## config.mk

```make
export PLATFORM = sky130hd
export DESIGN_NAME = m3i_merge
export DESIGN_NICKNAME = d
export VERILOG_FILES = /design/src/sv/m3i_pkg.sv /design/src/sv/m3i_merge.sv
export SDC_FILE = /design/constraint.sdc
export NUM_CORES = 1
export LEC_CHECK = 0
export BUFFER_PORTS_ARGS = -buffer_cell sky130_fd_sc_hd__buf_2
export CORE_MARGIN = 2
export CORE_UTILIZATION = 45
export DETAILED_ROUTE_END_ITERATION = 6
export GPL_TIMING_DRIVEN = 0
export PLACE_DENSITY_LB_ADDON = 0.05
export SLEW_MARGIN = 10
export SYNTH_ARGS = -nofsm -noshare
export SYNTH_HDL_FRONTEND = slang
export SYNTH_SLANG_ARGS = --single-unit
```

## constraint.sdc

```tcl
create_clock -name clk -period 57.3 [get_ports clk]
set_input_delay 0 -clock clk [delete_from_list [all_inputs] [get_ports clk]]
set_output_delay 0 -clock clk [all_outputs]
set_load 0.1 [all_outputs]
```

## src/sv/m3i_pkg.sv

```systemverilog
// Shared constants, the cofactor index table and helper functions of the 3x3 matrix inverse.
package m3i_pkg;

    localparam int ELEM_WIDTH_DEF = 32;
    localparam int FRAC_BITS_DEF  = 16;
    localparam int N_ELEM         = 9;
    localparam int THR_W          = 31;
    localparam int FRONT_STAGES   = 6;
    localparam int N_FLAGS        = 2;
    localparam int FLAG_SINGULAR  = 0;
    localparam int FLAG_SATURATED = 1;

    localparam logic [THR_W-1:0] THR_RESET = THR_W'(1);

    // Each cofactor is m[P]*m[Q] - m[R]*m[S], listed as P, Q, R, S.
    localparam int MINOR_IDX [N_ELEM][4] = '{
        '{4, 8, 5, 7},
        '{2, 7, 1, 8},
        '{1, 5, 2, 4},
        '{5, 6, 3, 8},
        '{0, 8, 2, 6},
        '{2, 3, 0, 5},
        '{3, 7, 4, 6},
        '{1, 6, 0, 7},
        '{0, 4, 1, 3}
    };

    function automatic int imax(input int a, input int b);
        return (a > b) ? a : b;
    endfunction

    function automatic int byte_round(input int bits);
        return ((bits + 7) / 8) * 8;
    endfunction

endpackage

```

## src/sv/m3i_merge.sv

```systemverilog
// Merge stage: saturates the lane quotients, gathers the flags and holds the output item.
module m3i_merge #(
    parameter int ELEM_WIDTH = m3i_pkg::ELEM_WIDTH_DEF
) (
    input  logic                                       clk,
    input  logic                                       rst_n,
    input  logic                                       push,
    input  logic [ELEM_WIDTH-1:0]                      quo [m3i_pkg::N_ELEM],
    input  logic                                       ovf [m3i_pkg::N_ELEM],
    input  logic                                       neg [m3i_pkg::N_ELEM],
    input  logic                                       singular,
    output logic                                       full,
    output logic                                       m_tvalid,
    input  logic                                       m_tready,
    output logic [m3i_pkg::N_ELEM*ELEM_WIDTH-1:0]      elems,
    output logic [m3i_pkg::N_FLAGS-1:0]                flags
);
    import m3i_pkg::*;

    localparam int W  = ELEM_WIDTH;
    localparam int RW = N_ELEM * W + N_FLAGS;

    localparam logic [W-1:0] HALF = W'(1) << (W - 1);
    localparam logic [W-1:0] MAXP = HALF - 1'b1;

    logic [RW-1:0] res;
    logic [RW-1:0] out_reg;
    logic [RW-1:0] spare_reg;
    logic          out_valid_reg;
    logic          spare_valid_reg;
    logic          pop;

    always_comb
    begin
        logic [N_ELEM*W-1:0] e;
        logic                sat;
        e   = '0;
        sat = 1'b0;
        for (int k = 0; k < N_ELEM; k++)
        begin
            if (neg[k])
            begin
                if (ovf[k] || quo[k] > HALF)
                begin
                    e[k*W +: W] = HALF;
                    sat         = 1'b1;
                end
                else
                begin
                    e[k*W +: W] = ~quo[k] + 1'b1;
                end
            end
            else
            begin
                if (ovf[k] || quo[k][W-1])
                begin
                    e[k*W +: W] = MAXP;
                    sat         = 1'b1;
                end
                else
                begin
                    e[k*W +: W] = quo[k];
                end
            end
        end
        if (singular)
        begin
            e   = '0;
            sat = 1'b0;
        end
        res = {sat, singular, e};
    end

    assign pop = out_valid_reg && m_tready;

    always_ff @(posedge clk or negedge rst_n)
    begin
        if (!rst_n)
        begin
            out_valid_reg   <= 1'b0;
            spare_valid_reg <= 1'b0;
        end
        else if (spare_valid_reg)
        begin
            if (pop)
            begin
                spare_valid_reg <= 1'b0;
            end
        end
        else if (push)
        begin
            if (out_valid_reg && !pop)
            begin
                spare_valid_reg <= 1'b1;
            end
            out_valid_reg <= 1'b1;
        end
        else if (pop)
        begin
            out_valid_reg <= 1'b0;
        end
    end

    always_ff @(posedge clk)
    begin
        if (spare_valid_reg)
        begin
            if (pop)
            begin
                out_reg <= spare_reg;
            end
        end
        else if (push)
        begin
            if (out_valid_reg && !pop)
            begin
                spare_reg <= res;
            end
            else
            begin
                out_reg <= res;
            end
        end
    end

    assign full     = spare_valid_reg;
    assign m_tvalid = out_valid_reg;
    assign elems    = out_reg[N_ELEM*W-1:0];
    assign flags    = out_reg[RW-1:N_ELEM*W];

endmodule

```

Word level (Yosys, flattened, before mapping)
Cells that the tools add are included.
{ "word_totals": {"register_bits": 582, "wordCells": 126} }
{ "op_classes": {"addsub": 9, "n_lt_le_gt_ge": 9, "eq_ne": 2, "mux": 66, "bitwise": 10, "reduce_logical": 26} }
{ "ops": {"columns": ["cell", "count"], "rows": [
  ["$mux W290", 4],
  ["$mux W32", 27],
  ["$add A32 B1 Y32 const B", 9],
  ["$gt A32 B32 Y1 const B", 9],
  ["$mux W288", 1],
  ["$not A32 Y32", 9],
  ["$mux W1", 34],
  ["$logic_or A1 B1 Y1", 18],
  ["$reduce_and A3 Y1", 2],
  ["$reduce_bool A2 Y1", 2],
  ["$logic_and A1 B1 Y1", 2],
  ["$ne A2 B1 Y1 const B", 1],
  ["$ne A2 B2 Y1 const B", 1],
  ["$reduce_and A2 Y1", 1],
  ["$logic_not A1 Y1", 1],
  ["$not A1 Y1", 1]
]} }

Longest topological paths before layout
{ "depth": {"depth_word": 24, "mapped_depth": 11, "ltp_nobuf": 8} }

Worst setup path before layout
No wires, ideal clock.
{ "synth_timing": {"kind": "register -> register", "start": "register spare_valid_reg (netlist: full)", "end": "register spare_reg[0] (enable)", "setup_ps": 1664, "t_arrival_ps": 28450, "slack_ps": 27185, "path_stages_with_launch": 4, "n_path_buf": 2, "path_cell_list": "dfrtp_1 -> clkbuf_1 -> clkbuf_1 -> nor4bb_1"} }
{ "synth_between": {"elab_chain_cells": 2} }
{ "synth_rtl": {"columns": ["item", "line", "source"], "rows": [
  ["from (decl)", "m3i_merge.sv:30", "logic spare_valid_reg;"],
  ["from (signal assigned)", "m3i_merge.sv:81", "spare_valid_reg <= 1'b0;"],
  ["from (signal assigned)", "m3i_merge.sv:87", "spare_valid_reg <= 1'b0;"],
  ["from (signal assigned)", "m3i_merge.sv:94", "spare_valid_reg <= 1'b1;"],
  ["$not A1 Y1 (no line)", null, null],
  ["$reduce_and A3 Y1 (no line)", null, null],
  ["to (signal assigned)", "m3i_merge.sv:117", "spare_reg <= res;"],
  ["to (decl)", "m3i_merge.sv:28", "logic [RW-1:0] spare_reg;"]
]} }
No other way between the ends.
A chain may end at the register's enable or synchronous reset.

Worst setup path after layout
{ "layout_timing": {"start": "input quo[224] in the netlist's numbering", "end": "register spare_reg[51], data pin"} }
{ "layout_between": {"elab_chain_cells": 5, "word_cells_on_any_way": 7} }
{ "layout_rtl": {"columns": ["item", "line", "source"], "rows": [
  ["from (decl)", "m3i_merge.sv:8", "input logic [ELEM_WIDTH-1:0] quo [m3i_pkg::N_ELEM],"],
  ["$not A32 Y32 or $gt A32 B32 Y1 (tied branches)", "m3i_merge.sv:50, m3i_merge.sv:43", null],
  ["$add A32 B1 Y32 or $logic_or A1 B1 Y1 (tied branches)", "m3i_merge.sv:50, m3i_merge.sv:43", null],
  ["$mux W32 *", "m3i_merge.sv:43", "if (ovf[k] || quo[k] > HALF)"],
  ["$mux W32 *", "m3i_merge.sv:41", "if (neg[k])"],
  ["$mux W288 *", "m3i_merge.sv:66", "if (singular)"],
  ["via res[51]", "m3i_merge.sv:26", "logic [RW-1:0] res;"]
]} }
Mark *: on every way through the listed nets, which the timed path passes. The rest lies on a longest branch.

==> flow_summary.ini <==
[critical_path]
slowest_stage = nor3b_1
critPathBufInv = 5
crit_family = buffers and inverters
worst_setup_path_end_kind = flop
required_ns = 57.76
path_class = input port to flop
critPathMostFrequentCell = dlygate4sd3_1
slowest_delay_ns = 0.79
crit_path_max_fanout = 10
crit_arrival_ns = 4.43
path_cells = dlygate4sd3_1 -> buf_2 -> inv_1 -> ha_1 -> nor3b_1 -> nand3_1 -> nor4_2 -> o21bai_1 -> clkbuf_1 -> a311oi_1 -> dlygate4sd3_1
start_kind = input port

[die]
die_width_um = 267
ios = 603
die_area_mm2 = 0.0715
dieHeight_um = 267
core_mm2 = 0.0686
rows = 96
initial_core_util = 0.455

[logic_synthesis]
synth-async-reset-ratio = 0.00344
ys_warn_count = 0
synth_edf_count = 580
synth_nets = 3178
syn_area_mm2 = 0.0312
synth_seq_cells = 582
ys.flop_type = edfxtp_1
syn_inst = 2858
ys_types = 88
ys_seq_area_frac = 0.559
synth_top_area_share = 0.558
avgSynthCellArea_um2 = 10.9
synthTopCellsByArea = edfxtp_1, mux2_2, nor2_1
synth_area_leader_cell = edfxtp_1

[cts]
cts_tree = yes
htreeDepth = 3
cts_sinks = 582
cts_resized = 0
cts_root_buffer = clkbuf_16
cts_hold_buf = 363
clockBufferDepth = 3
worstSkewPairLatency_ns = 0.61
postCtsSetupBuffers = 0
clk_pin_slew_ns = 0.06
cts_made_buffers = 68

[timing]
report.final.setup_viol = 0
drv_slew = 0
fin_ws_ns = 53.33
clock.fmax_ghz = 0.252
tightestPinTransition_ns = 1.18
period_needed_ns = 3.97
finalSetupTns_ns = 0
slew_headroom = 0.215
fin_crit_sh = 0.0692
finalHoldViolCount = 0
skew_ns = 0.0203
grt_setup_unrepaired = false

[final_layout]
fin_nets = 4239
postLayoutCellArea_mm2 = 0.0418
area_growth_pct = 34.0
drive_above_1_share = 0.247
layout.cells.non_filler = 4921

[detailed_routing]
met3WireLength_mm = 10.0
wl_met1_mm = 46.8
top_layer = met5
drc = 0
wl_per_cell_um = 23.9
viasPerCell = 6.00
vias = 29500
firstDrtPassIters = 6
routed_wl_mm = 118
drt_iter0_drc = 2850
route.met2.wl_mm = 56.1
ant_nets = 0

[placement]
dp_slack_ns = 53.45
dp.cells = 4417
dpl_cell_area_mm2 = 0.0359
place.gp.congestion = 0.941
port_buffers = 591
hpwl_mm = 86.9

[pwr]
clockPowerShare = 0.199
power.internal_w = 0.00108
p_leak_nw = 15.3
combPwrFrac = 0.498
p_seq_frac = 0.303
p_sw_frac = 0.512
ir_worst_vdd_v = 0.0000525
power.switching_w = 0.00114
p_per_area_mw_per_mm2 = 53.1

[hold_path]
hp-class = input port to flop

[grt]
grt_pass1_vias = 28600
gr-total-overflow = 0
track_usage = 0.319
grt_max_degree = 33
grt_pass1_wl_mm = 174
grt_antenna_before_repair = 24

[job]
cap_violations = 0

[outcome]
status = completed
-- power by group through the flow --
stage,Sequential (W),Combinational (W),Clock (W)
5_1_grt,0.000680,0.00114,0.000466
6_report,0.000672,0.00111,0.000442
4_1_cts,0.000671,0.00111,0.000450
3_3_place_gp,0.000785,0.00105,0
3_5_place_dp,0.000678,0.00108,0
2_1_floorplan,0.00137,0.000199,0
-- path summary, 6_finish.rpt --
kind	start	slack (ns)	depth (start not counted)	end
max	quo[224]	53.33	11	spare_reg[51]
min	quo[159]	0.03	5	spare_reg[129]
max reg2reg	full	53.41	8	out_reg[70]
min reg2reg	spare_reg[223]	0.50	2	out_reg[223]
max in group asynchronous	rst_n	56.87	3	full
min in group asynchronous	rst_n	0.31	3	m_tvalid
-- layout by cell type (no fill, tap or decap), types with 48 or more instances in the layout --
cell type,count
buf_2,599
edfxtp_1,580
dlygate4sd3_1,363
nor2_1,310
nand2_1,275
a21oi_1,209
clkbuf_1,171
mux2_2,157
nor3_1,141
o31ai_1,91
nand3_1,75
clkbuf_16,70
a311oi_1,63
o21ai_0,62
inv_1,52
nor4_1,52
o22ai_1,52
nand4_1,48
-- worst register-to-register path, stage by stage (launching register included) --
cell and delay (ns):
dfrtp_1 0.46, clkbuf_1 0.35, clkbuf_1 0.87, clkbuf_1 0.59, nor2_1 0.18, nor2_4 0.36
buf_12 0.25, buf_12 0.24, buf_12 0.24
-- cell families (layout without fill, tap and decap cells) --
kind of cell               after synthesis  after routing  share of synthesized area
DFF                                    582            582                      0.559
and+or+nand+nor                       1113           1113                      0.179
AOI/OAI and AO/OA                      729            729                      0.164
muxes                                  169            169                     0.0606
xor gates and xnor gates                10             10                    0.00281
other                                    0             19                          0
adders and majority gates                9              9                    0.00361
buffers and inverters                  246           1359                     0.0311
-- metrics by stage --
step                       util  total power, W  hold slack [ns]
after floorplan               -         0.00157           -0.296
after global placement    0.515         0.00183           -0.212
after detailed placement  0.524         0.00176           -0.209
after CTS                 0.609         0.00223          0.00256
after global routing      0.610         0.00229           0.0603
final                     0.610         0.00222           0.0299
-- cells in the mapped netlist, types with 7 or more instances --
master      n
o211ai_1   12
a31oi_1    24
o21bai_1   12
buf_1      21
o21a_1     12
nand2_1   275
mux2_2    157
buf_2       8
o21ai_0    62
or3_1      36
o31a_1     13
mux2i_1    10
xor2_1      7
or2_2      13
nor3b_1    10
and3_1     15
nor3_1    143
nand3b_1   12
inv_1      52
or4_1      34
o311a_1     7
a21o_1     10
ha_1        9
a21oi_1   209
a21boi_0    7
nand2b_1   20
a311oi_2   15
o31ai_1    91
nand4_1    48
nand4b_1    7
o41ai_1    38
o22ai_1    52
a211oi_1   46
nor2_1    311
nor4_1     52
edfxtp_1  580
clkbuf_1  157
nand3_1    75
a311oi_1   63
nor4_2     10
o311ai_0    9
-- metal layers --
layer  GRT usage  up-vias
met5           0        -
met4       0.128       28
met3      0.0722      267
met2       0.525     1399
met1       0.407    14500
li1            -    13400
-- cell type report --
| class | count | area [um^2] |
|---|---|---|
| buffer | 192 | 768 |
| fill | 5768 | 26700 |
| clock buffer | 84 | 1800 |
| tap | 931 | 1160 |
| clock inverter | 38 | 434 |
| inverter | 54 | 203 |
| antenna | 19 | 47.5 |
| sequential | 582 | 17500 |
| multi-input combinational | 2030 | 12800 |
| timing repair buffer | 991 | 7130 |
Note: power is estimated with default switching activity, not from simulation.
